$ cat src/hdl/bbcs_pkg.sv
`default_nettype none

package bbcs_pkg;

   // Storage sizes
   localparam int MAX_BOUNDARIES  = 16;
   localparam int MAX_GRID_POINTS = 256;

   // Field widths
   localparam int IDX_W   = 4;
   localparam int POS_W   = 8;
   localparam int GRID_W  = 9;
   localparam int COUNT_W = 5;
   localparam int CSR_IDX_W = 2;

   // Register indexes
   localparam logic [CSR_IDX_W-1:0] REG_GRID_POINTS    = 2'd0;
   localparam logic [CSR_IDX_W-1:0] REG_BOUNDARY_COUNT = 2'd1;

   // Item kinds
   localparam logic KIND_RESET   = 1'b0;
   localparam logic KIND_ADVANCE = 1'b1;

   // Register reset values
   localparam logic [GRID_W-1:0]  GRID_POINTS_RESET    = 9'd20;
   localparam logic [COUNT_W-1:0] BOUNDARY_COUNT_RESET = 5'd4;

   typedef logic [POS_W-1:0] pos_array_type [MAX_BOUNDARIES];

   typedef struct packed {
      logic ok;
      logic layout_valid;
   } step_status_type;

endpackage

`default_nettype wire

$ cat src/hdl/bbcs_step.sv
`default_nettype none

module bbcs_step (
   input  bbcs_pkg::pos_array_type                 pos,
   input  logic                                    kind,
   input  logic [bbcs_pkg::IDX_W-1:0]              start_boundary,
   input  logic [bbcs_pkg::COUNT_W-1:0]            count,
   input  logic [bbcs_pkg::GRID_W-1:0]             grid,
   output bbcs_pkg::pos_array_type                 pos_next,
   output bbcs_pkg::step_status_type               status
);

   logic [bbcs_pkg::MAX_BOUNDARIES-1:0] free;
   logic                                found;
   logic [bbcs_pkg::IDX_W-1:0]          jsel;
   logic [bbcs_pkg::POS_W-1:0]          base;
   logic                                in_range;
   logic                                order_ok;
   logic [bbcs_pkg::IDX_W-1:0]          top_idx;

   // A point is free when it is on the grid and the right neighbor does not sit on it
   always_comb begin
      for (int j = 0; j < bbcs_pkg::MAX_BOUNDARIES; j++) begin
         logic [bbcs_pkg::GRID_W-1:0] nxt;
         nxt = {1'b0, pos[j]} + bbcs_pkg::GRID_W'(1);
         free[j] = (nxt < grid);
         if (j + 1 < bbcs_pkg::MAX_BOUNDARIES) begin
            if ((bbcs_pkg::COUNT_W'(j + 1) < count) && ({1'b0, pos[j+1]} == nxt)) begin
               free[j] = 1'b0;
            end
         end
      end
   end

   // Highest free boundary at or below the start boundary
   always_comb begin
      in_range = ({1'b0, start_boundary} < count);
      found    = 1'b0;
      jsel     = '0;
      for (int j = 0; j < bbcs_pkg::MAX_BOUNDARIES; j++) begin
         if (free[j] && (bbcs_pkg::IDX_W'(j) <= start_boundary)) begin
            found = 1'b1;
            jsel  = bbcs_pkg::IDX_W'(j);
         end
      end
      found = found && in_range;
      base  = pos[jsel] + bbcs_pkg::POS_W'(1);
   end

   always_comb begin
      for (int m = 0; m < bbcs_pkg::MAX_BOUNDARIES; m++) begin
         logic [bbcs_pkg::IDX_W-1:0] mi;
         mi = bbcs_pkg::IDX_W'(m);
         if (kind == bbcs_pkg::KIND_RESET) begin
            pos_next[m] = bbcs_pkg::POS_W'(m);
         end else if (found && (mi >= jsel) && (mi <= start_boundary)) begin
            // Pack the boundaries from j up to the start boundary against each other
            pos_next[m] = base + bbcs_pkg::POS_W'(mi - jsel);
         end else begin
            pos_next[m] = pos[m];
         end
      end
   end

   always_comb begin
      order_ok = 1'b1;
      for (int i = 0; i + 1 < bbcs_pkg::MAX_BOUNDARIES; i++) begin
         if ((bbcs_pkg::COUNT_W'(i + 1) < count) && !(pos_next[i] < pos_next[i+1])) begin
            order_ok = 1'b0;
         end
      end
      top_idx = bbcs_pkg::IDX_W'(count - bbcs_pkg::COUNT_W'(1));
      status.layout_valid = order_ok && ({1'b0, pos_next[top_idx]} < grid);
      status.ok = (kind == bbcs_pkg::KIND_RESET) || found;
   end

endmodule

`default_nettype wire

$ cat src/hdl/bin_boundary_combination_stepper_unit.sv
`default_nettype none

// Channel   Direction  Payload
// req_      in         tdata[3:0] start_boundary; tuser[0] kind
// rsp_      out        tdata[3:0] boundary_index, [11:4] position; tuser[0] ok,
//                      [1] layout_valid; tlast = last
// csr_      in         index 0 grid_points, 1 boundary_count; data[8:0]
//
// Each transaction is resolved in the cycle it is accepted; the boundary registers
// update at that edge and a snapshot feeds the result side. One item gives K
// results (K up to 16), one per cycle while rsp_ is not stalled, all through the
// single result port. The next transaction is taken in the cycle the
// last result leaves. A stall on rsp_ holds the current result. Reset (synchronous)
// places boundary i at point i and restores the register defaults.

module bin_boundary_combination_stepper_unit (
   input  wire logic        clock,
   input  wire logic        reset,
   input  wire logic        req_tvalid,
   output logic             req_tready,
   input  wire logic [7:0]  req_tdata,   // [3:0] start_boundary, [7:4] zero
   input  wire logic [0:0]  req_tuser,   // [0] kind
   output logic             rsp_tvalid,
   input  wire logic        rsp_tready,
   output logic [15:0]      rsp_tdata,   // [3:0] boundary_index, [11:4] position, [15:12] zero
   output logic [1:0]       rsp_tuser,   // [0] ok, [1] layout_valid
   output logic             rsp_tlast,
   input  wire logic        csr_valid,
   output logic             csr_ready,
   input  wire logic [1:0]  csr_index,
   input  wire logic [8:0]  csr_data
);

   logic [bbcs_pkg::GRID_W-1:0]  grid_points_ff;
   logic [bbcs_pkg::COUNT_W-1:0] boundary_count_ff;
   logic [bbcs_pkg::GRID_W-1:0]  grid_eff;
   logic [bbcs_pkg::COUNT_W-1:0] count_eff;

   bbcs_pkg::pos_array_type      pos_ff;
   bbcs_pkg::pos_array_type      pos_in;
   bbcs_pkg::pos_array_type      snap_ff;
   bbcs_pkg::step_status_type    status_in;
   bbcs_pkg::step_status_type    status_ff;

   logic                         busy_ff;
   logic [bbcs_pkg::IDX_W-1:0]   out_idx_ff;
   logic [bbcs_pkg::COUNT_W-1:0] out_count_ff;

   logic req_accept;
   logic rsp_accept;
   logic last_beat;

   assign csr_ready = 1'b1;

   always_ff @(posedge clock) begin
      if (reset) begin
         grid_points_ff    <= bbcs_pkg::GRID_POINTS_RESET;
         boundary_count_ff <= bbcs_pkg::BOUNDARY_COUNT_RESET;
      end else if (csr_valid) begin
         if (csr_index == bbcs_pkg::REG_GRID_POINTS) begin
            grid_points_ff <= csr_data;
         end else if (csr_index == bbcs_pkg::REG_BOUNDARY_COUNT) begin
            boundary_count_ff <= csr_data[bbcs_pkg::COUNT_W-1:0];
         end
      end
   end

   // Clamp the configuration to what the storage holds
   always_comb begin
      if (boundary_count_ff == '0) begin
         count_eff = bbcs_pkg::COUNT_W'(1);
      end else if (boundary_count_ff > bbcs_pkg::COUNT_W'(bbcs_pkg::MAX_BOUNDARIES)) begin
         count_eff = bbcs_pkg::COUNT_W'(bbcs_pkg::MAX_BOUNDARIES);
      end else begin
         count_eff = boundary_count_ff;
      end
      if (grid_points_ff > bbcs_pkg::GRID_W'(bbcs_pkg::MAX_GRID_POINTS)) begin
         grid_eff = bbcs_pkg::GRID_W'(bbcs_pkg::MAX_GRID_POINTS);
      end else begin
         grid_eff = grid_points_ff;
      end
   end

   bbcs_step u_step (
      .pos            (pos_ff),
      .kind           (req_tuser[0]),
      .start_boundary (req_tdata[bbcs_pkg::IDX_W-1:0]),
      .count          (count_eff),
      .grid           (grid_eff),
      .pos_next       (pos_in),
      .status         (status_in)
   );

   assign last_beat  = ({1'b0, out_idx_ff} == (out_count_ff - bbcs_pkg::COUNT_W'(1)));
   assign rsp_accept = busy_ff && rsp_tready;
   assign req_tready = !busy_ff || (rsp_accept && last_beat);
   assign req_accept = req_tvalid && req_tready;

   always_ff @(posedge clock) begin
      if (reset) begin
         for (int i = 0; i < bbcs_pkg::MAX_BOUNDARIES; i++) begin
            pos_ff[i] <= bbcs_pkg::POS_W'(i);
         end
      end else if (req_accept) begin
         pos_ff <= pos_in;
      end
   end

   always_ff @(posedge clock) begin
      if (reset) begin
         busy_ff    <= 1'b0;
         out_idx_ff <= '0;
      end else if (req_accept) begin
         busy_ff    <= 1'b1;
         out_idx_ff <= '0;
      end else if (rsp_accept) begin
         if (last_beat) begin
            busy_ff <= 1'b0;
         end else begin
            out_idx_ff <= out_idx_ff + bbcs_pkg::IDX_W'(1);
         end
      end
   end

   // Snapshot of the item's results; no reset needed
   always_ff @(posedge clock) begin
      if (req_accept) begin
         snap_ff      <= pos_in;
         status_ff    <= status_in;
         out_count_ff <= count_eff;
      end
   end

   assign rsp_tvalid = busy_ff;
   assign rsp_tdata  = {4'd0, snap_ff[out_idx_ff], out_idx_ff};
   assign rsp_tuser  = {status_ff.layout_valid, status_ff.ok};
   assign rsp_tlast  = last_beat;

endmodule

`default_nettype wire
$ cat config.mk
export PLATFORM = sky130hd
export DESIGN_NAME = bin_boundary_combination_stepper_unit
export DESIGN_NICKNAME = d
export VERILOG_FILES = /design/src/hdl/bbcs_pkg.sv /design/src/hdl/bbcs_step.sv /design/src/hdl/bin_boundary_combination_stepper_unit.sv
export SDC_FILE = /design/constraint.sdc
export NUM_CORES = 1
export LEC_CHECK = 0
export BUFFER_PORTS_ARGS = -buffer_cell sky130_fd_sc_hd__clkbuf_2
export CORE_UTILIZATION = 55
export CTS_CLUSTER_SIZE = 20
export DETAILED_ROUTE_END_ITERATION = 8
export GPL_TIMING_DRIVEN = 1
export PLACE_DENSITY = 0.72
export SLEW_MARGIN = 20
export SYNTH_ARGS = -nofsm -noshare
export SYNTH_HDL_FRONTEND = slang
export SYNTH_SLANG_ARGS = --single-unit
$ cat constraint.sdc
create_clock -name clock -period 12.2 [get_ports clock]
set_clock_uncertainty 0.2 [all_clocks]
set_input_delay 0 -clock clock [delete_from_list [all_inputs] [get_ports clock]]
set_output_delay 0 -clock clock [all_outputs]
set_load 0.005 [all_outputs]
==> impl_metrics.csv <==
group,metric,value,unit
sta,max_freq,87.3,MHz
finish,n_fill_cell,4837,
global_routing,grt_busiest_layer,"met2",
clock_tree,cts_sinks,282,
yosys,synthFlopType,"dfxtp_1",
yosys,synth_cell_types,103,
place,dpl_cell_area,31700,sq um
floorplanning,start_util,55.8,%
place,hpwlAfterDp,103,mm
clock_tree,cts_buffers,36,
critical_path,crit_family,"compound AO/OA/AOI/OAI gates",
global_routing,grt_pass1_wl,192,mm
finish,final_design_area_no_fill,33200,sq um
routing,routed_via_density,6.80,
floorplanning,dieArea,55500,sq um
power,p_seq_share,21.3,%
floorplanning,rows,85,
yosys,syn_area_per_cell,8.43,sq um
yosys,synth_top_area_share,14.2,%
routing,dr.pass1.iters,6,
routing,drt_first_iter_violations,3963,
routing,num_vias,29500,
status,status,"finished clean",
critical_path,crit_top_cell,"nor2_1",
global_routing,grt_max_degree,83,
sta,worstMarginPinSlew,1.19,ns
yosys,synthArstFlopShare,0,%
floorplanning,die_w,236,microns
power,cellPowerDensity,155,nW/um^2
place,gp_congestion,1.10,
sta,hold_viol_final,0,
global_routing,grt_usage,48.1,%
sta,period_minus_slack,11.45,ns
power,p_int,2740,uW
sta,slew_viol_final,0,
critical_path,start_kind,"register",
critical_path,worst-path-max-fanout,44,
sta,rsz0062_at_grt,"no",
routing,wire_per_inst,31.2,microns
finish,regArea,7000,sq um
yosys,syn-instance-count,3560,
yosys,synth-edff-count,135,
floorplanning,core-area,53800,sq um
critical_path,arrival,11.63,ns
clock_tree,h-tree-depth,2,
finish,multi_input_comb_area,21100,sq um
clock_tree,clock_latency,0.60,ns
finish,area_growth,10.5,%
critical_path,slowest_delay,0.61,ns
critical_path,cp-end-kind,"register",
floorplanning,die_h,236,microns
global_routing,grtUsageMet1,58.5,%
worst_hold_path,hold_path_class,"in2reg",
global_routing,antenna_found_initial,4,
yosys,ys_seq_elements,282,
sta,period_share,93.9,%
clock_tree,cts.clk_slew.worst_paths,0.06,ns
global_routing,grt-ovfl-total,0,
finish,final_util,61.6,%
global_routing,grtUsageMet2,70.8,%
critical_path,cpMaxStageDelayCell,"dfxtp_1",
job,max_cap_viol_count,0,
critical_path,cp.required,12.37,ns
routing,drcViolationCount,0,
sta,fin_tns_setup,0,ns
yosys,synth_area_leaders,"ha_1 (14%), edfxtp_1 (14%), dfxtp_1 (9.8%), xnor2_1 (5.2%), nand2_1 (5.0%)",
finish,drive_gt1_share,11.6,%
power,power.switching,2390,uW
power,peakVddDrop,0.141,mV
clock_tree,cts_buffer_depth,3,
clock_tree,cts_tree,"done",
sta,slew_headroom,20.4,%
yosys,yosysWarnings,0,
routing,routed_wl,135,mm
floorplanning,io_pins,47,
yosys,syn_area,30000,sq um
global_routing,grt_pass1_vias,27200,
finish,nNetsFinal,3982,
power,switching_share,46.5,%
yosys,synth.largest_area_cell,"ha_1",
routing,final_antenna_net_count,0,
critical_path,path_class,"reg2reg",
power,leakage,0.0140,uW
yosys,synth-seq-area-share,23.3,%
power,p_clk_share,21.5,%
sta,setup-violations-final,0,
clock_tree,root_buffer,"clkbuf_16",
global_routing,met3_usage,12.3,%
critical_path,cp_num_buf_inv,5,
power,p_comb_share,57.2,%
place,portBuffers,37,
## cell families after synthesis
| group | Yosys count | share of synthesized area, % |
|---|---|---|
| AOI/OAI and AO/OA | 864 | 19.3 |
| xor gates and xnor gates | 328 | 11.3 |
| adders and majority gates | 350 | 14.7 |
| buffers and inverters | 488 | 6.56 |
| DFF | 282 | 23.3 |
| muxes | 201 | 8.35 |
| other | 2 | 0.0250 |
| and+or+nand+nor | 1045 | 16.4 |
## synth_stat cells, drive strengths merged, types with 16 or more instances
library cell and instances:
a211oi 39, a21o 82, a21oi 296, a221oi 18
a31oi 20, and2 34, and3 28, and4 17
buf 86, clkbuf 178, dfxtp 147, edfxtp 135
ha 341, inv 220, mux2 22, mux2i 143
mux4 36, nand2 401, nand2b 28, nand3 85
nand3b 20, nand4 47, nor2 239, nor2b 19
nor3 50, nor4 18, o2111ai 28, o211ai 72
o21a 19, o21ai 107, o21bai 21, o221ai 16
xnor2 179, xnor3 33, xor2 112
## per-layer routing
layer  vias up  wire (microns)
met5         -               0
met4         0           14500
met3       594           16100
met2      2127           55200
met1     13800           49600
li1      13000               -
## stage by stage
stage	hold WS, ns	setup slack, ns	instances	power (uW)
CTS	0.0322	0.903	4335	4970
global placement	0.0365	1.12	4243	3880
floorplan	-0.0826	1.84	3563	2940
detailed placement	0.0443	1.02	4243	3860
global route	0.0556	0.0230	4335	5310
finish	0.0365	0.745	4338	5130
## final timing paths
path,start,to,slack [ns],cells after the start
setup / recovery,pos_ff[66],rsp_tuser[1],0.75,46
hold / removal,csr_data[1],grid_points_ff[1],0.04,4
setup reg to reg,pos_ff[66],rsp_tuser[1],0.75,46
hold reg to reg,grid_points_ff[1],grid_points_ff[1],0.31,2
## area by class of cell
class | instances | area share (%)
Multi-Input combinational cell | 2793 | 63.7
Sequential cell | 282 | 21.1
Timing Repair Buffer | 275 | 6.38
Clock buffer | 45 | 2.91
Tap cell | 696 | 2.63
Inverter | 224 | 2.56
Clock inverter | 20 | 0.679
Antenna cell | 3 | 0.0226
## worst reg2reg max path, delay by kind of cell, from the launching register on
family / cells / cell delay [ns]
flops: 1 / 0.61
fa+ha+maj: 4 / 1.62
mux: 2 / 0.85
xor+xnor: 2 / 0.36
simple gates: 15 / 2.41
buf+inv: 5 / 0.92
compound gates: 18 / 4.28
## cells in the final DEF (no fill, tap or decap), types with 50 or more instances in the layout
master	n
ha_1	341
inv_1	212
mux2i_1	141
dfxtp_1	144
nor2_1	238
a21o_1	82
o211ai_1	72
a21oi_1	294
o21ai_0	100
edfxtp_1	135
nor3_1	50
nand3_1	84
xor2_1	109
buf_4	206
xnor2_1	176
nand2_1	399
## timing repair
item | in CTS | in global routing
hold buffers | 27 | 0
setup endpoints to repair | 0 | 1
resized for setup | 0 | 5
hold endpoints to repair | 70 | 0
setup buffers | 0 | 0
## sequential cells by signal, summed over array words and instances, names as in the netlist
signal             count
rsp_tvalid             1
rsp_tuser              2
grid_points_ff         9
out_count_ff           5
boundary_count_ff      5
snap_ff              128
out_idx_ff             4
pos_ff               128
## power groups by stage
stage	logic, uW	registers (uW)	clock network (uW)
after CTS	2780	1090	1100
after floorplan	1860	1080	0
after global placement	2770	1110	0
after detailed placement	2760	1110	0
final	2940	1090	1100
after global routing	3080	1090	1140
(Power assumes the default switching activity.)
